<file path="config.mk">
export PLATFORM = sky130hd
export DESIGN_NAME = swsalu_exec
export DESIGN_NICKNAME = d
export VERILOG_FILES = /design/src/sv/swsalu_pkg.sv /design/src/sv/swsalu_exec.sv
export SDC_FILE = /design/constraint.sdc
export NUM_CORES = 2
export LEC_CHECK = 0
export ABC_AREA = 1
export BUFFER_PORTS_ARGS = -buffer_cell sky130_fd_sc_hd__buf_4
export CAP_MARGIN = 5
export CORE_UTILIZATION = 31
export CTS_BUF_LIST = sky130_fd_sc_hd__clkbuf_8
export DETAILED_ROUTE_END_ITERATION = 10
export SYNTH_ARGS = -nofsm -noshare
export SYNTH_HDL_FRONTEND = slang
export SYNTH_SLANG_ARGS = --single-unit
</file>
<file path="constraint.sdc">
create_clock -name clk -period 9.4 [get_ports clk]
set_input_delay 1.41 -clock clk [delete_from_list [all_inputs] [get_ports clk]]
set_output_delay 1.41 -clock clk [all_outputs]
set_load 0.05 [all_outputs]
</file>
<file path="src/sv/swsalu_pkg.sv">
// ----------------------------------------------------------------------------
// swsalu_pkg
// Shared types, op codes and helpers for the signed wrap/saturate ALU.
// ----------------------------------------------------------------------------
package swsalu_pkg;

	// operand and result width in bits (2 to 64)
	localparam int unsigned WIDTH = 32;
	// fixed widths of the stream fields
	localparam int unsigned FIELD_W = 32;
	localparam int unsigned WIDE_W  = 64;
	localparam int unsigned OP_W    = 4;

	localparam logic [WIDTH-1:0] W_MAX = {1'b0, {(WIDTH-1){1'b1}}};
	localparam logic [WIDTH-1:0] W_MIN = {1'b1, {(WIDTH-1){1'b0}}};
	localparam logic [WIDTH-1:0] W_ONE = WIDTH'(1);
	localparam logic [WIDTH-1:0] W_ZERO = '0;

	typedef enum logic [OP_W-1:0] {
		OP_WADD    = 4'd0,
		OP_WSUB    = 4'd1,
		OP_WMUL    = 4'd2,
		OP_SADD    = 4'd3,
		OP_SSUB    = 4'd4,
		OP_SMUL    = 4'd5,
		OP_LT      = 4'd6,
		OP_EQ      = 4'd7,
		OP_SNARROW = 4'd8,
		OP_WNARROW = 4'd9
	} alu_op_t;

	// decoded word after operand reduction
	typedef struct packed {
		alu_op_t            op;
		logic [WIDTH-1:0]   lhs;
		logic [WIDTH-1:0]   rhs;
		logic [WIDE_W-1:0]  wide_value;
	} dec_t;

	// raw arithmetic results ahead of clamping and selection
	typedef struct packed {
		alu_op_t              op;
		logic [WIDTH:0]       sum;
		logic [WIDTH:0]       diff;
		logic [2*WIDTH-1:0]   prod;
		logic                 lt;
		logic                 eq;
		logic [WIDTH-1:0]     wide_lo;
		logic                 nar_over;
		logic                 nar_under;
	} exe_t;

	// sign-extend a 32-bit field and keep the low WIDTH bits
	function automatic logic [WIDTH-1:0] reduce_field(input logic [FIELD_W-1:0] x);
		logic [WIDE_W-1:0] e;
		e = WIDE_W'($signed(x));
		return e[WIDTH-1:0];
	endfunction

	// sign-extend a WIDTH-bit result and keep the low 32 bits
	function automatic logic [FIELD_W-1:0] to_field(input logic [WIDTH-1:0] r);
		logic [WIDE_W-1:0] e;
		e = WIDE_W'($signed(r));
		return e[FIELD_W-1:0];
	endfunction

endpackage

</file>
<file path="src/sv/swsalu_exec.sv">
// ----------------------------------------------------------------------------
// swsalu_exec
// Stage 2: exact sum, difference and product, compares and narrowing range
// checks.
// ----------------------------------------------------------------------------
module swsalu_exec (
	input  logic             clk,
	input  logic             arst_n,
	input  logic             in_valid,
	output logic             in_ready,
	input  swsalu_pkg::dec_t in_data,
	output logic             out_valid,
	input  logic             out_ready,
	output swsalu_pkg::exe_t out_data
);

	localparam int unsigned W  = swsalu_pkg::WIDTH;
	localparam int unsigned WW = swsalu_pkg::WIDE_W;

	logic                 v_s2;
	swsalu_pkg::exe_t     e_s2;
	logic signed [2*W-1:0] prod;
	logic [WW-W:0]        wide_top;

	assign in_ready  = !v_s2 || out_ready;
	assign out_valid = v_s2;
	assign out_data  = e_s2;

	// signed WIDTH x WIDTH product, exact in 2*WIDTH bits
	assign prod     = $signed(in_data.lhs) * $signed(in_data.rhs);
	// bits that must all match the sign for the wide value to fit
	assign wide_top = in_data.wide_value[WW-1:W-1];

	always_ff @(posedge clk or negedge arst_n) begin
		if (!arst_n) begin
			v_s2 <= 1'b0;
		end else if (in_ready) begin
			v_s2 <= in_valid;
		end
	end

	// arithmetic results
	always_ff @(posedge clk) begin
		if (in_ready && in_valid) begin
			e_s2.op        <= in_data.op;
			e_s2.sum       <= {in_data.lhs[W-1], in_data.lhs} + {in_data.rhs[W-1], in_data.rhs};
			e_s2.diff      <= {in_data.lhs[W-1], in_data.lhs} - {in_data.rhs[W-1], in_data.rhs};
			e_s2.prod      <= prod;
			e_s2.lt        <= $signed(in_data.lhs) < $signed(in_data.rhs);
			e_s2.eq        <= in_data.lhs == in_data.rhs;
			e_s2.wide_lo   <= in_data.wide_value[W-1:0];
			e_s2.nar_over  <= !in_data.wide_value[WW-1] && (|wide_top);
			e_s2.nar_under <= in_data.wide_value[WW-1] && !(&wide_top);
		end
	end

endmodule

</file>
==> impl_metrics.xml <==
<?xml version="1.0" encoding="UTF-8"?>
<metrics>
  <group name="yosys">
    <metric name="synth.ff_latch_count" unit="">170</metric>
    <metric name="synthArstFlopShare" unit="%">0.588</metric>
    <metric name="synthesis.yosys.warnings" unit="">0</metric>
    <metric name="yosys_most_used_dff" unit="">edfxtp_1</metric>
    <metric name="postSynthCellCount" unit="">6058</metric>
    <metric name="netlist_area" unit="µm²">48500</metric>
    <metric name="synthesis.nets" unit="">7528</metric>
    <metric name="synth_edf_count" unit="">169</metric>
    <metric name="postSynthAreaPerCell" unit="µm²">8.01</metric>
    <metric name="yosys.cell_types.count" unit="">48</metric>
    <metric name="yosysSeqAreaShare" unit="%">10.5</metric>
  </group>
  <group name="place">
    <metric name="placement_setup_slack" unit="ns">0.410</metric>
    <metric name="port_buffers" unit="">307</metric>
    <metric name="postPlaceCellArea" unit="µm²">52900</metric>
    <metric name="dpl.hpwl" unit="µm">139000</metric>
    <metric name="place.gp.congestion" unit="">0.979</metric>
  </group>
  <group name="clock_network">
    <metric name="tritoncts.num_buffers" unit="">17</metric>
    <metric name="clock_latency" unit="ns">0.66</metric>
    <metric name="cts.htree.levels" unit="">4</metric>
    <metric name="cts.sinks" unit="">170</metric>
    <metric name="clkTransAtPathRegs" unit="ns">0.11</metric>
    <metric name="postCtsSetupBuffers" unit="">0</metric>
    <metric name="postCtsHoldBufs" unit="">0</metric>
    <metric name="clk_root_buffer_cell" unit="">clkbuf_8</metric>
    <metric name="cts_resized" unit="">0</metric>
    <metric name="clock_path_buffers" unit="">2</metric>
    <metric name="cts_tree" unit="">built</metric>
  </group>
  <group name="critical_path">
    <metric name="cp-end-kind" unit="">flop</metric>
    <metric name="worst_setup_path_category" unit="">in2reg</metric>
    <metric name="slowest_delay" unit="ns">0.73</metric>
    <metric name="cpMostUsedCell" unit="">fa_1</metric>
    <metric name="register_to_register_path_setup_slack" unit="ns">7.00</metric>
    <metric name="critical_path_required" unit="ns">9.79</metric>
    <metric name="arrival_worst_endpoint" unit="ns">8.75</metric>
    <metric name="cp-start-kind" unit="">input port</metric>
    <metric name="path_max_fanout" unit="">33</metric>
    <metric name="crit_slowest_cell" unit="">fa_1</metric>
  </group>
  <group name="finish">
    <metric name="fillCellCount" unit="">16100</metric>
    <metric name="layout.cells.most_common" unit="">inv_1</metric>
    <metric name="finalInstanceArea" unit="µm²">53200</metric>
    <metric name="syn2layout_area_growth" unit="%">9.73</metric>
    <metric name="nNetsFinal" unit="">7681</metric>
    <metric name="mostFrequentLayoutCells" unit="">inv_1 (1867), nand2_1 (1635), fa_1 (1084)</metric>
    <metric name="layout-drive-gt1-share" unit="%">7.26</metric>
  </group>
  <group name="sta">
    <metric name="max_slew_margin" unit="%">17.2</metric>
    <metric name="worst_slew_pin_slew" unit="ns">1.24</metric>
    <metric name="fin_crit_sh" unit="%">89.0</metric>
    <metric name="worst_slack" unit="ns">1.04</metric>
    <metric name="report.final.setup_viol" unit="">0</metric>
    <metric name="rsz0062_at_grt" unit="">false</metric>
    <metric name="clock_skew" unit="ns">0.0247</metric>
    <metric name="pins_over_their_slew_limit" unit="">0</metric>
    <metric name="setup_tns" unit="ns">0</metric>
    <metric name="fmax" unit="GHz">0.120</metric>
    <metric name="clock_period_minus_final_worst_setup_slack" unit="ns">8.36</metric>
    <metric name="final_hold_viol_count" unit="">0</metric>
  </group>
  <group name="detailed_routing">
    <metric name="detail_route.wirelength" unit="µm">170000</metric>
    <metric name="wl_cell" unit="µm">20.5</metric>
    <metric name="drt-pass1-iter-count" unit="">6</metric>
    <metric name="routed_via_density" unit="">4.74</metric>
    <metric name="antenna_left" unit="">0</metric>
    <metric name="detailedRoute.firstIterationViolations" unit="">3856</metric>
    <metric name="drcViolationCount" unit="">0</metric>
    <metric name="num_vias" unit="">39200</metric>
  </group>
  <group name="global_routing">
    <metric name="grt_max_degree" unit="">153</metric>
    <metric name="antenna_found_initial" unit="">14</metric>
    <metric name="grt_util_all_layers" unit="%">22.1</metric>
    <metric name="first_pass_grt_wire_length" unit="µm">260000</metric>
    <metric name="first_global_vias" unit="">41500</metric>
    <metric name="grt.overflow.total" unit="">0</metric>
  </group>
  <group name="job">
    <metric name="maxCapViolCount" unit="">0</metric>
  </group>
  <group name="floorplan">
    <metric name="row_count" unit="">144</metric>
    <metric name="floorplan.die_area" unit="µm²">158000</metric>
    <metric name="core-area" unit="µm²">155000</metric>
    <metric name="die_height" unit="µm">398</metric>
    <metric name="die-width" unit="µm">398</metric>
    <metric name="floorplan.initialDensity" unit="%">31.3</metric>
    <metric name="io-pin-count" unit="">308</metric>
  </group>
  <group name="hold_path">
    <metric name="worstHoldPathType" unit="">in2async</metric>
  </group>
  <group name="run_status">
    <metric name="run_status" unit="">finished clean</metric>
  </group>
</metrics>
-- registers in the layout, summed over array words and instances (netlist names) --
signal / flops
out_data: 169
out_valid: 1
-- cell families (layout without fill, tap and decap cells) --
| group | count (synthesis) | count (layout) | synth area share [%] |
|---|---|---|---|
| AO/OA/AOI/OAI | 261 | 261 | 3.01 |
| adder cells (fa/ha/maj) | 1334 | 1334 | 51.2 |
| flip-flops | 170 | 170 | 10.5 |
| XOR/XNOR | 75 | 75 | 1.35 |
| AND/OR/NAND/NOR | 2130 | 2130 | 17.7 |
| other | 0 | 3 | 0 |
| buffers and inverters | 2088 | 2252 | 16.3 |
-- cell usage after synthesis, types with 2 or more instances --
library cell     n  share of area (%)
inv_1         1866                 14
nand2_1       1635                 13
fa_1          1084                 45
ha_1           250                6.4
nor2_1         229                1.8
clkbuf_1       191                1.5
edfxtp_1       169                 10
nand3_1        132                1.4
a21oi_1        128                1.3
o21ai_0         76               0.78
xor2_1          67                1.2
nand4_1         36               0.46
o21bai_1        28               0.43
nor2_2          20               0.26
nor3_1          13               0.13
nor4_1          11               0.14
nand2_2         10               0.13
nand3b_1        10               0.15
buf_4            9               0.14
nand3_2          9               0.19
xnor2_1          8               0.14
a21oi_2          7               0.13
buf_2            7              0.072
or2_2            7              0.090
a21boi_0         6              0.093
inv_2            5              0.039
nor3_2           5               0.10
a31oi_1          3              0.039
buf_1            3              0.023
buf_6            3              0.070
clkbuf_2         3              0.031
o21ai_1          3              0.031
o21ai_2          3              0.054
a21boi_2         2              0.046
a21o_1           2              0.031
and2_1           2              0.026
nand2b_1         2              0.026
nor2_4           2              0.046
o21a_1           2              0.031
or2_1            2              0.026
-- path summary, 6_finish.rpt --
kind                             start           end  depth (start not counted)
setup reg to reg             out_valid  out_data[54]                          2
hold reg to reg              out_valid     out_valid                          2
min in group clk             out_valid     out_valid                          2
hold / removal                  arst_n     out_valid                          1
setup / recovery           in_data[81]  out_data[94]                         25
max in group asynchronous       arst_n     out_valid                          1
-- layout make-up --
class | count | area, µm² | area share, %
clock buffers | 17 | 234 | 0.439
diodes | 3 | 7.51 | 0.0141
clock inverters | 13 | 140 | 0.263
multi-input cells | 3800 | 35500 | 66.7
inverters | 1872 | 7030 | 13.2
repair buffers | 350 | 2650 | 4.98
well taps | 2044 | 2560 | 4.80
flip-flops and latches | 170 | 5100 | 9.58
-- stage by stage --
step | instances | util (%) | hold slack [ns]
after floorplan | 6058 | - | 1.11
after detailed placement | 8236 | 34.2 | 0.607
after global placement | 8236 | 34.2 | 0.613
after CTS | 8266 | 34.4 | 0.437
after global routing | 8268 | 34.4 | 0.479
final | 8269 | 34.4 | 0.521
-- layer usage --
metal  global-route usage [%]  share of wire (%)  vias to the layer above
li1                         -                  -                    17400
met1                     31.1                 44                    19700
met2                     34.2                 44                     1826
met3                     4.47                9.4                      226
met4                     6.26                2.8                        8
met5                        0              0.027                        -
-- critical path, delay by kind of cell --
family        cells  cell delay [ns]
fa+ha+maj         9             4.65
buf+inv           7             1.12
simple gates      9             1.53
Power is left out: the tool's default activity adds up to more than one toggle a clock period on the data nets, which glitch-free logic cannot reach.
