File: src/sv/swsalu_pkg.sv
// ----------------------------------------------------------------------------
// swsalu_pkg
// Shared types, op codes and helpers for the signed wrap/saturate ALU.
// ----------------------------------------------------------------------------
package swsalu_pkg;

	// operand and result width in bits (2 to 64)
	localparam int unsigned WIDTH = 32;
	// fixed widths of the stream fields
	localparam int unsigned FIELD_W = 32;
	localparam int unsigned WIDE_W  = 64;
	localparam int unsigned OP_W    = 4;

	localparam logic [WIDTH-1:0] W_MAX = {1'b0, {(WIDTH-1){1'b1}}};
	localparam logic [WIDTH-1:0] W_MIN = {1'b1, {(WIDTH-1){1'b0}}};
	localparam logic [WIDTH-1:0] W_ONE = WIDTH'(1);
	localparam logic [WIDTH-1:0] W_ZERO = '0;

	typedef enum logic [OP_W-1:0] {
		OP_WADD    = 4'd0,
		OP_WSUB    = 4'd1,
		OP_WMUL    = 4'd2,
		OP_SADD    = 4'd3,
		OP_SSUB    = 4'd4,
		OP_SMUL    = 4'd5,
		OP_LT      = 4'd6,
		OP_EQ      = 4'd7,
		OP_SNARROW = 4'd8,
		OP_WNARROW = 4'd9
	} alu_op_t;

	// decoded word after operand reduction
	typedef struct packed {
		alu_op_t            op;
		logic [WIDTH-1:0]   lhs;
		logic [WIDTH-1:0]   rhs;
		logic [WIDE_W-1:0]  wide_value;
	} dec_t;

	// raw arithmetic results ahead of clamping and selection
	typedef struct packed {
		alu_op_t              op;
		logic [WIDTH:0]       sum;
		logic [WIDTH:0]       diff;
		logic [2*WIDTH-1:0]   prod;
		logic                 lt;
		logic                 eq;
		logic [WIDTH-1:0]     wide_lo;
		logic                 nar_over;
		logic                 nar_under;
	} exe_t;

	// sign-extend a 32-bit field and keep the low WIDTH bits
	function automatic logic [WIDTH-1:0] reduce_field(input logic [FIELD_W-1:0] x);
		logic [WIDE_W-1:0] e;
		e = WIDE_W'($signed(x));
		return e[WIDTH-1:0];
	endfunction

	// sign-extend a WIDTH-bit result and keep the low 32 bits
	function automatic logic [FIELD_W-1:0] to_field(input logic [WIDTH-1:0] r);
		logic [WIDE_W-1:0] e;
		e = WIDE_W'($signed(r));
		return e[FIELD_W-1:0];
	endfunction

endpackage

File: src/sv/swsalu_resolve.sv
// ----------------------------------------------------------------------------
// swsalu_resolve
// Stage 3: clamps saturating ops, selects the result by op and holds the
// output word.
// ----------------------------------------------------------------------------
module swsalu_resolve (
	input  logic                           clk,
	input  logic                           arst_n,
	input  logic                           in_valid,
	output logic                           in_ready,
	input  swsalu_pkg::exe_t               in_data,
	output logic                           out_valid,
	input  logic                           out_ready,
	output logic [swsalu_pkg::FIELD_W-1:0] result
);

	localparam int unsigned W = swsalu_pkg::WIDTH;

	logic                            v_s3;
	logic [swsalu_pkg::FIELD_W-1:0]  r_s3;
	swsalu_pkg::alu_op_t             op_s3;
	logic [W-1:0]                    r_next;
	logic                            add_ovf;
	logic                            sub_ovf;
	logic                            mul_fit;
	logic [W:0]                      prod_top;

	assign in_ready  = !v_s3 || out_ready;
	assign out_valid = v_s3;
	assign result    = r_s3;

	// overflow tests on the exact results
	assign add_ovf  = in_data.sum[W] ^ in_data.sum[W-1];
	assign sub_ovf  = in_data.diff[W] ^ in_data.diff[W-1];
	assign prod_top = in_data.prod[2*W-1:W-1];
	assign mul_fit  = (&prod_top) || !(|prod_top);

	// result select
	always_comb begin
		case (in_data.op)
			swsalu_pkg::OP_WADD: begin
				r_next = in_data.sum[W-1:0];
			end
			swsalu_pkg::OP_WSUB: begin
				r_next = in_data.diff[W-1:0];
			end
			swsalu_pkg::OP_WMUL: begin
				r_next = in_data.prod[W-1:0];
			end
			swsalu_pkg::OP_SADD: begin
				if (add_ovf) begin
					r_next = in_data.sum[W] ? swsalu_pkg::W_MIN : swsalu_pkg::W_MAX;
				end else begin
					r_next = in_data.sum[W-1:0];
				end
			end
			swsalu_pkg::OP_SSUB: begin
				if (sub_ovf) begin
					r_next = in_data.diff[W] ? swsalu_pkg::W_MIN : swsalu_pkg::W_MAX;
				end else begin
					r_next = in_data.diff[W-1:0];
				end
			end
			swsalu_pkg::OP_SMUL: begin
				if (!mul_fit) begin
					r_next = in_data.prod[2*W-1] ? swsalu_pkg::W_MIN : swsalu_pkg::W_MAX;
				end else begin
					r_next = in_data.prod[W-1:0];
				end
			end
			swsalu_pkg::OP_LT: begin
				r_next = in_data.lt ? swsalu_pkg::W_ONE : swsalu_pkg::W_ZERO;
			end
			swsalu_pkg::OP_EQ: begin
				r_next = in_data.eq ? swsalu_pkg::W_ONE : swsalu_pkg::W_ZERO;
			end
			swsalu_pkg::OP_SNARROW: begin
				if (in_data.nar_over) begin
					r_next = swsalu_pkg::W_MAX;
				end else if (in_data.nar_under) begin
					r_next = swsalu_pkg::W_MIN;
				end else begin
					r_next = in_data.wide_lo;
				end
			end
			swsalu_pkg::OP_WNARROW: begin
				r_next = in_data.wide_lo;
			end
			default: begin
				r_next = swsalu_pkg::W_ZERO;
			end
		endcase
	end

	always_ff @(posedge clk or negedge arst_n) begin
		if (!arst_n) begin
			v_s3 <= 1'b0;
		end else if (in_ready) begin
			v_s3 <= in_valid;
		end
	end

	// output word
	always_ff @(posedge clk) begin
		if (in_ready && in_valid) begin
			r_s3  <= swsalu_pkg::to_field(r_next);
			op_s3 <= in_data.op;
		end
	end

	// compare ops give only zero or one
	a_cmp_bool: assert property (@(posedge clk) disable iff (!arst_n)
		(v_s3 && (op_s3 == swsalu_pkg::OP_LT || op_s3 == swsalu_pkg::OP_EQ))
		|-> (r_s3[swsalu_pkg::FIELD_W-1:1] == '0))
		else $error("compare result not 0 or 1");

	// an empty output stage never blocks the stage before it
	a_empty_ready: assert property (@(posedge clk) disable iff (!arst_n)
		!v_s3 |-> in_ready)
		else $error("empty output stage not ready");

	// a word taken in shows up at the output on the next cycle
	a_take_show: assert property (@(posedge clk) disable iff (!arst_n)
		(in_valid && in_ready) |=> v_s3)
		else $error("accepted word lost in output stage");

endmodule

File: config.mk
export PLATFORM = sky130hd
export DESIGN_NAME = swsalu_resolve
export DESIGN_NICKNAME = d
export VERILOG_FILES = /design/src/sv/swsalu_pkg.sv /design/src/sv/swsalu_resolve.sv
export SDC_FILE = /design/constraint.sdc
export NUM_CORES = 1
export LEC_CHECK = 0
export ABC_AREA = 1
export ABC_CLOCK_PERIOD_IN_PS = 6000
export BUFFER_PORTS_ARGS = -buffer_cell sky130_fd_sc_hd__buf_2
export CAP_MARGIN = 10
export CORE_MARGIN = 2
export CORE_UTILIZATION = 35
export DETAILED_ROUTE_END_ITERATION = 6
export PLACE_DENSITY = 0.67
export SYNTH_ARGS = -nofsm -noshare
export SYNTH_HDL_FRONTEND = slang
export SYNTH_SLANG_ARGS = --single-unit
File: constraint.sdc
create_clock -name clk -period 6 [get_ports clk]
set_clock_uncertainty 0.05 [all_clocks]
set_input_delay 0.3 -clock clk [delete_from_list [all_inputs] [get_ports clk]]
set_output_delay 0.3 -clock clk [all_outputs]
set_load 0.01 [all_outputs]
==> impl_metrics.toml <==
[cts]
clkLatencyLatePin_ps = 290
cts_root_buffer = "clkbuf_8"
htree_levels = 2
cts_tree = "built"
numCtsBuffers = 5
clk_pin_slew_ps = 80
cts-resized-gates = 0
cts.sinks = 33
cts_buffer_depth = 2

[drt]
drtPass1Iterations = 5
wl_um = 14900
num_vias = 4818
viasPerCell = 5.17
wl_per_cell_um = 16.0
antenna_violating_nets_post_route = 0
drc = 0
first_iter_violations = 309

[yosys]
ys_warn_count = 0
syn_area_per_cell_um2 = 5.85
synth_fp_nets = 781
ys_seq_area_share_pct = 27.9
synth_cell_types = 29
ys_ff_latch = 33
syn_area_um2 = 3530
syn_inst = 603

[placement]
dp_hpwl_um = 11100
dp_slack_ps = 3700
io_buffers = 207
gp_congestion = 0.902

[worst_setup_path]
path_class = "in2reg"
r2r-start = "out_valid"
crit_fanout = 13
worstPathRequired_ps = 6000
cp-end-kind = "flip-flop"
worstPathCellList = "buf_2 > nor2_2 > nand2_1 > inv_1 > a21oi_1 > nor3b_1 > nand2_1"
critPathLaunchType = "primary input"
startpoint = "in_data[167]"
slowest_stage = "nand2_1"
cp_common_cell = "nand2_1"
critPathMaxStageDelay_ps = 540
arrival_ps = 2110

[die]
core_um2 = 9770
dieArea_um2 = 10900
start_util_pct = 36.1
row_count = 36
die_h_um = 104
chipWidth_um = 104
pin_count = 208

[pwr]
power_leakage_nw = 2.57
power.density_nw_per_um2 = 153
clock_power_share_pct = 30.5
p_sw_uw = 231
p_sw_share_pct = 31.9
intPower_uw = 493
seqPwrFrac_pct = 39.2
pwr-share-comb_pct = 30.3
max-vdd-ir-drop_mv = 0.0817

[min_path]
worstHoldStart = "in_valid"
hp-class = "in2reg"

[global_routing]
grt_pass1_vias = 4732
grt_pass1_wl_um = 23700
grt_max_degree = 33
grt-ovfl-total = 0
grt_util_all_layers_pct = 27.1
antenna_found_initial = 0

[timing]
fmax_ghz = 0.474
period_share_pct = 35.1
hold_viol_final = 0
rsz0062_at_grt = "no"
fin_ws_ps = 3890
worst_pin_slew_ps = 1190
slew_headroom_pct = 20.6
period_minus_slack_ps = 2110
whs_ps = 183
setup_viol = 0
drv_slew = 0
fin_setup_tns_ps = 0

[finish]
area_growth_syn_to_layout_pct = 34.5
utilization_pct = 48.5
drive_above_1_share_pct = 29.2
final_nets = 976
n_antenna_cell = 0

[run_status]
status = "complete, no violations"

[run]
max_cap_violations = 0
[repair_timing]
action / in CTS / in global routing
buffers inserted: 0 / 0
hold buffers: 1 / 0
endpoints found under the hold margin: 1 / 0
[cell families after synthesis]
group / after synthesis / synth area share (%)
AND/OR/NAND/NOR: 399 / 46.8
buffers and inverters: 98 / 11.6
AO/OA/AOI/OAI: 69 / 12.2
flip-flops: 33 / 27.9
adder cells (fa/ha/maj): 4 / 1.42
[flip-flops by register name, summed over array words and instances, names as in the netlist]
| register | count |
|---|---|
| out_valid | 1 |
| result | 32 |
[cell usage in the layout, fill, tap and decap left out, types with 2 or more instances in the layout]
cell / count
o22ai_1: 9
nor2_1: 61
ha_1: 4
edfxtp_1: 32
clkbuf_8: 5
a22o_1: 8
inv_1: 71
o21ai_0: 17
o2111ai_1: 2
o211ai_1: 6
inv_2: 5
clkinv_1: 2
nor3_1: 6
nand2_2: 7
nand4_1: 28
nor2_2: 2
buf_2: 207
nand3_2: 2
o221ai_1: 6
nand2_1: 273
a21oi_1: 19
nand3_1: 17
[power groups by stage]
stage	Sequential (mW)	Combinational, mW	Clock (mW)
6_report	0.284	0.219	0.221
5_1_grt	0.286	0.244	0.228
4_1_cts	0.284	0.218	0.221
3_5_place_dp	0.290	0.216	0
3_3_place_gp	0.289	0.212	0
2_1_floorplan	0.299	0.0932	0
[critical path, delay by kind of cell]
family	cells	cell delay, ps
AND/OR/NAND/NOR	4	910
buffers and inverters	2	630
AO/OA/AOI/OAI	1	270
[stage by stage]
| step | cell area (um2) | instances | power [mW] |
|---|---|---|---|
| after floorplan | 3530 | 603 | 0.392 |
| after global placement | 4630 | 923 | 0.501 |
| after detailed placement | 4630 | 923 | 0.506 |
| after CTS | 4740 | 932 | 0.723 |
| after global routing | 4740 | 932 | 0.758 |
| final | 4740 | 932 | 0.724 |
[final timing paths]
path | end | cells after the start | slack, ps
worst max register to register | result[1] | 1 | 4190
worst min-delay path | out_valid | 3 | 180
worst max-delay path | result[3] | 7 | 3890
max in group asynchronous | out_valid | 2 | 5570
min in group asynchronous | out_valid | 2 | 250
worst min register to register | out_valid | 2 | 540
[layer usage]
| layer | track usage, % | share of wire [%] | vias up |
|---|---|---|---|
| met5 | 0 | 0 | - |
| li1 | - | - | 2333 |
| met1 | 35.2 | 40 | 2183 |
| met2 | 45.8 | 49 | 287 |
| met4 | 8.49 | 1.4 | 0 |
| met3 | 4.51 | 9.7 | 15 |
[cell type report]
class,count,area (um2)
Fill cell,1051,5030
Inverter,77,289
Clock buffer,6,72.6
Timing Repair Buffer,209,1050
Clock inverter,2,33.8
Multi-Input combinational cell,472,2140
Sequential cell,33,986
Tap cell,133,166
[Yosys cell counts]
| cell | instances | area share, % |
|---|---|---|
| nor3_1 | 6 | 0.85 |
| nand2_2 | 7 | 1.2 |
| buf_4 | 1 | 0.21 |
| clkinv_1 | 1 | 0.11 |
| buf_2 | 13 | 1.8 |
| nor2_2 | 2 | 0.35 |
| a21oi_1 | 20 | 2.8 |
| nor2_4 | 1 | 0.32 |
| ha_1 | 4 | 1.4 |
| nor2_1 | 61 | 6.5 |
| inv_1 | 71 | 7.6 |
| o21ai_1 | 1 | 0.14 |
| inv_2 | 5 | 0.53 |
| clkbuf_1 | 4 | 0.43 |
| nand3_1 | 17 | 2.4 |
| nand3_2 | 2 | 0.57 |
| o221ai_1 | 6 | 1.5 |
| dfrtp_1 | 1 | 0.71 |
| o21ai_0 | 17 | 2.4 |
| o211ai_1 | 6 | 1.3 |
| nand2_1 | 273 | 29 |
| edfxtp_1 | 32 | 27 |
| buf_6 | 3 | 0.96 |
| o22ai_1 | 9 | 1.6 |
| nor3b_1 | 1 | 0.21 |
| o2111ai_1 | 2 | 0.50 |
| nand2_4 | 1 | 0.32 |
| a22o_1 | 8 | 2.0 |
| nand4_1 | 28 | 5.0 |
No activity file was read; power rests on OpenSTA's default activity.
