<file path="src/sv/swsalu_pkg.sv">
// ----------------------------------------------------------------------------
// swsalu_pkg
// Shared types, op codes and helpers for the signed wrap/saturate ALU.
// ----------------------------------------------------------------------------
package swsalu_pkg;

	// operand and result width in bits (2 to 64)
	localparam int unsigned WIDTH = 32;
	// fixed widths of the stream fields
	localparam int unsigned FIELD_W = 32;
	localparam int unsigned WIDE_W  = 64;
	localparam int unsigned OP_W    = 4;

	localparam logic [WIDTH-1:0] W_MAX = {1'b0, {(WIDTH-1){1'b1}}};
	localparam logic [WIDTH-1:0] W_MIN = {1'b1, {(WIDTH-1){1'b0}}};
	localparam logic [WIDTH-1:0] W_ONE = WIDTH'(1);
	localparam logic [WIDTH-1:0] W_ZERO = '0;

	typedef enum logic [OP_W-1:0] {
		OP_WADD    = 4'd0,
		OP_WSUB    = 4'd1,
		OP_WMUL    = 4'd2,
		OP_SADD    = 4'd3,
		OP_SSUB    = 4'd4,
		OP_SMUL    = 4'd5,
		OP_LT      = 4'd6,
		OP_EQ      = 4'd7,
		OP_SNARROW = 4'd8,
		OP_WNARROW = 4'd9
	} alu_op_t;

	// decoded word after operand reduction
	typedef struct packed {
		alu_op_t            op;
		logic [WIDTH-1:0]   lhs;
		logic [WIDTH-1:0]   rhs;
		logic [WIDE_W-1:0]  wide_value;
	} dec_t;

	// raw arithmetic results ahead of clamping and selection
	typedef struct packed {
		alu_op_t              op;
		logic [WIDTH:0]       sum;
		logic [WIDTH:0]       diff;
		logic [2*WIDTH-1:0]   prod;
		logic                 lt;
		logic                 eq;
		logic [WIDTH-1:0]     wide_lo;
		logic                 nar_over;
		logic                 nar_under;
	} exe_t;

	// sign-extend a 32-bit field and keep the low WIDTH bits
	function automatic logic [WIDTH-1:0] reduce_field(input logic [FIELD_W-1:0] x);
		logic [WIDE_W-1:0] e;
		e = WIDE_W'($signed(x));
		return e[WIDTH-1:0];
	endfunction

	// sign-extend a WIDTH-bit result and keep the low 32 bits
	function automatic logic [FIELD_W-1:0] to_field(input logic [WIDTH-1:0] r);
		logic [WIDE_W-1:0] e;
		e = WIDE_W'($signed(r));
		return e[FIELD_W-1:0];
	endfunction

endpackage

</file>
<file path="src/sv/swsalu_decode.sv">
// ----------------------------------------------------------------------------
// swsalu_decode
// Stage 1: takes the op and operands and reduces them to WIDTH bits.
// ----------------------------------------------------------------------------
module swsalu_decode (
	input  logic                          clk,
	input  logic                          arst_n,
	input  logic                          in_valid,
	output logic                          in_ready,
	input  logic [swsalu_pkg::OP_W-1:0]   op,
	input  logic [swsalu_pkg::FIELD_W-1:0] lhs,
	input  logic [swsalu_pkg::FIELD_W-1:0] rhs,
	input  logic [swsalu_pkg::WIDE_W-1:0] wide_value,
	output logic                          out_valid,
	input  logic                          out_ready,
	output swsalu_pkg::dec_t              out_data
);

	logic             v_s1;
	swsalu_pkg::dec_t d_s1;

	// stage takes a word when empty or when its word moves on
	assign in_ready  = !v_s1 || out_ready;
	assign out_valid = v_s1;
	assign out_data  = d_s1;

	// valid bit
	always_ff @(posedge clk or negedge arst_n) begin
		if (!arst_n) begin
			v_s1 <= 1'b0;
		end else if (in_ready) begin
			v_s1 <= in_valid;
		end
	end

	// operand reduction
	always_ff @(posedge clk) begin
		if (in_ready && in_valid) begin
			d_s1.op         <= swsalu_pkg::alu_op_t'(op);
			d_s1.lhs        <= swsalu_pkg::reduce_field(lhs);
			d_s1.rhs        <= swsalu_pkg::reduce_field(rhs);
			d_s1.wide_value <= wide_value;
		end
	end

endmodule

</file>
<file path="config.mk">
export PLATFORM = sky130hd
export DESIGN_NAME = swsalu_decode
export DESIGN_NICKNAME = d
export VERILOG_FILES = /design/src/sv/swsalu_pkg.sv /design/src/sv/swsalu_decode.sv
export SDC_FILE = /design/constraint.sdc
export NUM_CORES = 1
export LEC_CHECK = 0
export BUFFER_PORTS_ARGS = -buffer_cell sky130_fd_sc_hd__buf_4
export CORE_MARGIN = 1.5
export CORE_UTILIZATION = 39
export CTS_BUF_LIST = sky130_fd_sc_hd__clkbuf_4
export DETAILED_ROUTE_END_ITERATION = 8
export GPL_TIMING_DRIVEN = 1
export PLACE_DENSITY = 0.79
export SLEW_MARGIN = 15
export SYNTH_ARGS = -nofsm -noshare
export SYNTH_HDL_FRONTEND = slang
export SYNTH_SLANG_ARGS = --single-unit
</file>
<file path="constraint.sdc">
create_clock -name clk -period 1.9 [get_ports clk]
set_input_delay 0.38 -clock clk [delete_from_list [all_inputs] [get_ports clk]]
set_output_delay 0.38 -clock clk [all_outputs]
set_load 0.02 [all_outputs]
</file>
==> results.cfg, run 1 <==
[floorplanning]
dieHeight_um = 104.5
initial_core_util_pct = 40.73
row_count = 36
io_pins = 270
die-area_um2 = 10920
fp.coreArea_um2 = 9864
die_w_um = 104.5

[detailed_routing]
firstDrtPassIters = 4
wl_per_cell_um = 18.03
drc = 0
route.antenna.remaining_nets = 0
vias = 3097
first_iter_violations = 158
finalWirelength_um = 12710
via_per_inst = 4.393

[timing]
holdWs_ns = 0.1088
finalSetupViolCount = 0
slew-limit-headroom_pct = 76.00
worst_pin_slew_ns = 0.3600
rsz0062_at_grt = false
period_needed_ns = 1.543
hold_viol = 0
period_share_pct = 81.19
max_freq_mhz = 648.2
fin_skew_ns = 0.009290
drv_slew = 0

[setup_path]
cp_max_fo = 3
cp.required_ns = 1.52
crit_type = reg2out
slowest_stage = dfrtp_2
crit_chain = nand2b_4, buf_4
cpPeakStageDelay_ns = 0.44
cp-start-kind = flop
cp-end-kind = output port
critPathArrivalTime_ns = 1.16
critPathBufInv = 1
critPathTopFamily = flip-flops

[global_routing]
antenna_found_initial = 0
track_usage_pct = 22.94
grt_pass1_vias = 3296
grt-ovfl-total = 0
grt_pass1_wl_um = 17900
grt_max_degree = 68

[power_and_ir_drop]
p_seq_share_pct = 54.2
power_frac_comb_pct = 15.4
clockPowerShare_pct = 30.4
power_switching_mw = 1.468
power_density_nw_per_um2 = 814.0
intPower_mw = 4.941
ir_drop_mv = 0.4965
finalPower_mw = 6.408
switching_share_pct = 22.90
leakagePower_nw = 3.306

[clock_tree]
clk_pin_slew_ns = 0.10
cts_tree = done
root_buffer = clkbuf_4
cts-buffers-inserted = 17
clock_latency_ns = 0.51
cts_resized = 0
clock-sinks = 133
cts_buffer_depth = 2
h-tree-depth = 4

[placement]
gp_congestion = 0.7153
portBuffers = 269
place_area_um2 = 6245
dp.cells = 540

[yosys]
ys_ff_latch = 133
syn_inst = 136
syn_area_um2 = 4018
synth_area_per_cell_um2 = 29.54
yosys_warnings = 0
ys_seq_area_share_pct = 99.28
yosysUniqueCellTypes = 5
syn_nets = 272

[min_path]
hold_path.class = in2reg

[finish]
finalInstanceArea_um2 = 7873
diodes = 0
drive_gt1_share_pct = 53.32
final_util_pct = 79.81
mostFrequentLayoutCells = buf_4, dlygate4sd3_1, edfxtp_1, clkbuf_4
final_common_cell = buf_4
fin_nets = 695
area_growth_pct = 95.95
stdcell_count = 705

[run_status]
status = finished, final reports clean

[flow_run]
cap_violations = 0
-- logic make-up after synthesis --
| family | Yosys count | synth area share, % |
|---|---|---|
| DFF | 133 | 99.28 |
| and+or+nand+nor | 3 | 0.7163 |
-- routing by layer --
layer	part of all wire [%]	vias to the layer above	wire, um	global-route usage (%)
met5	0	-	0	0
met4	3.3	0	414	11.90
met3	8.8	34	1119	9.085
met2	56	204	7100	42.39
met1	32	1458	4077	21.51
li1	-	1401	-	-
-- Yosys cell counts --
library cell    n  area share (%)
nand2b_4        1            0.34
nand2b_1        1            0.16
dfrtp_1         1            0.62
and2_4          1            0.22
edfxtp_1      132              99
-- registers in the layout, indices dropped and copies added (netlist names) --
register and count:
out_data 132, out_valid 1
-- repair_timing --
action                                 4_1_cts  5_1_grt
hold buffers                               111       22
setup buffers                                0        0
endpoints found under the hold margin      111       22
-- final cells by class --
type | instances | area [um2]
Clock buffer | 22 | 165.2
Clock inverter | 10 | 131.4
Fill cell | 477 | 1992
Multi-Input combinational cell | 3 | 28.78
Sequential cell | 133 | 3990
Tap cell | 133 | 166.4
Timing Repair Buffer | 404 | 3391
-- power groups by stage --
| stage | Combinational (mW) | Sequential (mW) | Clock [mW] |
|---|---|---|---|
| floorplan | 0.0587 | 3.73 | 0 |
| global placement | 0.729 | 3.52 | 0 |
| detailed placement | 0.743 | 3.53 | 0 |
| CTS | 0.929 | 3.46 | 1.97 |
| global route | 1.03 | 3.49 | 2.11 |
| finish | 0.986 | 3.47 | 1.95 |
-- path summary, 6_finish.rpt --
check / start / end / slack (ns) / depth (start not counted)
setup / recovery: out_valid / in_ready / 0.36 / 2
max in group asynchronous: arst_n / out_valid / 1.63 / 2
hold reg to reg: out_valid / out_valid / 0.58 / 2
setup reg to reg: out_valid / out_data[112] / 0.52 / 3
hold / removal: in_valid / out_valid / 0.11 / 2
min in group asynchronous: arst_n / out_valid / 0.19 / 2
-- per-stage QoR --
stage | worst slack (ns) | TNS, ns
floorplan | -0.07795 | -10.29
global placement | 0.4936 | 0
detailed placement | 0.4677 | 0
CTS | 0.3107 | 0
global route | 0.2696 | 0
finish | 0.3573 | 0
Power figures use the tool's default switching activity.
==> run 2, diff against run 1 <==
- clock period: 1.9 -> 1.4 ns (I/O delays scaled with it)
==> run 2 against run 1 <==
Net effect: the run now fails in clock tree synthesis (4_1_cts); synthesized area unchanged; synthesized cell count unchanged.
==> results.cfg, run 2 <==
[run_status]
status = aborted with a tool error
lastStage = clock tree synthesis (4_1_cts)
error = [ERROR RSZ-0060] Max buffer count reached.

[yosys]
yosysUniqueCellTypes = 5
synth_area_per_cell_um2 = 29.54
ys_ff_latch = 133
yosysMostFrequentCell = edfxtp_1
synthTopCellsByArea = edfxtp_1, dfrtp_1, nand2b_4, and2_4, nand2b_1
synth_top_flop_cell = edfxtp_1
syn_inst = 136
synth-edff-count = 132
synth_top_cell_area_share_pct = 98.66
synth_commonest_cells = edfxtp_1, and2_4, dfrtp_1, nand2b_1, nand2b_4
yosys.area.top_type = edfxtp_1
syn_nets = 272
yosys_warnings = 0
ys_seq_area_share_pct = 99.28
async_reset_ff_share_pct = 0.7519
syn_area_um2 = 4018

[floorplanning]
io_pins = 270
initial_core_util_pct = 40.73
dieHeight_um = 104.5
row_count = 36
die_w_um = 104.5

[placement]
dp_hpwl_um = 7271
portBuffers = 269
gp_congestion = 0.7427

[clock_tree]
h-tree-depth = 4
cts-buffers-inserted = 17
root_buffer = clkbuf_4
cts_hold_buf = 116
clock-sinks = 133
cts_resized = 13
cts.repair_timing.setup_buffer_count = 1
cts_buffer_depth = 2
[run 2: stage by stage]
stage | utilization [%] | worst slack, ns | instance area (um2) | instances
3_5_place_dp | 63.94 | 0.08173 | 6307 | 545
3_3_place_gp | 63.94 | 0.1070 | 6307 | 545
2_1_floorplan | - | -0.5780 | 4019 | 136
[run 2: cell families after synthesis]
| logic type | Yosys count | synth area share [%] |
|---|---|---|
| DFF | 133 | 99.28 |
| and+or+nand+nor | 3 | 0.7163 |
==> run 3, diff against run 2 <==
- CORE_UTILIZATION: 39 -> 25
- CTS_BUF_LIST: sky130_fd_sc_hd__clkbuf_4 -> unset
- PLACE_DENSITY: 0.79 -> unset
- PLACE_DENSITY_LB_ADDON: unset -> 0.15
- clock period: 1.4 -> 1.82 ns (I/O delays scaled with it)
==> run 3 against run 2 <==
Net effect: the flow now finishes without violations.
==> results.cfg, run 3 (synthesis gave the netlist of run 1 again) <==
[clock_tree]
cts-buffers-inserted = 17
root_buffer = clkbuf_16
cts.repair_timing.setup_buffer_count = 0
clock_latency_ns = 0.41
clock-sinks = 133
cts_buffer_depth = 2
h-tree-depth = 4
clk_pin_slew_ns = 0.06
cts_tree = done

[timing]
worst_pin_slew_ns = 0.3125
rsz0062_at_grt = false
slew-limit-headroom_pct = 79.16
finalSetupViolCount = 0
period_needed_ns = 1.446
fin_ws_ns = 0.3735
max_freq_mhz = 691.3
drv_slew = 0
hold_viol = 0
period_share_pct = 79.48
fin_skew_ns = 0.006553

[setup_path]
rrSetupSlack_ns = 0.37
critPathArrivalTime_ns = 1.54
reg2reg_depth = 3
cp-end-kind = flop
r2r-start = out_valid
cp.required_ns = 1.91
crit_type = reg2reg
r2r-end = out_data[17]
cp-start-kind = flop
crit_start = out_valid
cp_max_fo = 37

[floorplanning]
die-area_um2 = 16840
io_pins = 270
die_w_um = 129.8
fp.coreArea_um2 = 15770
initial_core_util_pct = 25.48
row_count = 46
dieHeight_um = 129.8

[placement]
dp_hpwl_um = 7734
gp_congestion = 0.7162
portBuffers = 269
place_ws_ns = 0.2783

[detailed_routing]
wl_met1_um = 3512
via_per_inst = 3.774
wl_met2_um = 5133
wl_per_cell_um = 15.52
firstDrtPassIters = 4
top_layer_used = met4
route.antenna.remaining_nets = 0
finalWirelength_um = 10230
vias = 2487
drc = 0
wl_met3_um = 1368
first_iter_violations = 81

[finish]
fin_nets = 566
final_common_cell = buf_4
mostFrequentLayoutCells = buf_4, edfxtp_1, clkbuf_16
area_growth_pct = 73.93
largest_reg_flops = 132
diodes = 0
drive_gt1_share_pct = 69.53
fillers = 1482

[global_routing]
grt_max_degree = 38
grt-ovfl-total = 0
antenna_found_initial = 0
track_usage_pct = 12.15
grt_pass1_vias = 2722
grt_pass1_wl_um = 14410

[run_status]
status = finished, final reports clean

[min_path]
hold_path.class = in2reg
hold_end = out_data[111]
holdCritStartpoint = lhs[15]
holdPathStages = 1

[power_and_ir_drop]
leakagePower_nw = 2.902
finalPower_mw = 7.792
ir_drop_mv = 0.5798
power_density_nw_per_um2 = 1115

[flow_run]
cap_violations = 0
==> run 3: critical path, cell delays in order, from the launching register on <==
cell	delay [ns]
dfrtp_2	0.42
nand2b_4	0.08
and2_4	0.33
buf_12	0.26
==> run 3: metrics by stage <==
step / TNS, ns / std cells / util [%] / hold WS (ns) / cell area, um2
2_1_floorplan: -20.85 / 136 / - / 0.06841 / 4019
3_3_place_gp: 0 / 626 / 40.48 / 0.1406 / 6384
3_5_place_dp: 0 / 626 / 40.48 / 0.1422 / 6384
4_1_cts: 0 / 659 / 44.31 / 0.1021 / 6988
5_1_grt: 0 / 659 / 44.31 / 0.09918 / 6988
6_report: 0 / 659 / 44.31 / 0.1248 / 6988
==> run 3: worst max path at each step <==
| stage | to | slack (ns) |
|---|---|---|
| floorplan | out_data[0] | -0.16 |
| global placement | out_data[58] | 0.30 |
| detailed placement | out_data[31] | 0.28 |
| CTS | out_data[71] | 0.34 |
| global route | out_data[75] | 0.30 |
| finish | out_data[17] | 0.37 |
==> run 3: where the power goes <==
part | internal, mW | switching, mW
logic | 0.394 | 0.390
clock network | 2.13 | 1.26
registers | 3.57 | 0.0456
total | 6.10 | 1.70
==> run 3: layout make-up <==
type / instances / area, um2 / share of cell area (%)
sequential: 133 / 3990 / 57.10
timing repair buffer: 275 / 2105 / 30.12
clock buffer: 21 / 470.5 / 6.732
tap: 216 / 270.3 / 3.868
clock inverter: 11 / 123.9 / 1.773
multi-input combinational: 3 / 28.78 / 0.4118
==> run 3: layer usage <==
| layer | vias to the layer above | GRT usage [%] |
|---|---|---|
| met3 | 14 | 8.036 |
| met5 | - | 0 |
| met2 | 162 | 19.14 |
| met1 | 1165 | 12.23 |
| met4 | 0 | 6.536 |
| li1 | 1146 | - |
==> run 3: what timing repair did <==
item	in CTS	in global routing
setup endpoints to repair	0	0
gates resized for setup	0	0
hold endpoints to repair	1	0
hold buffers	1	0
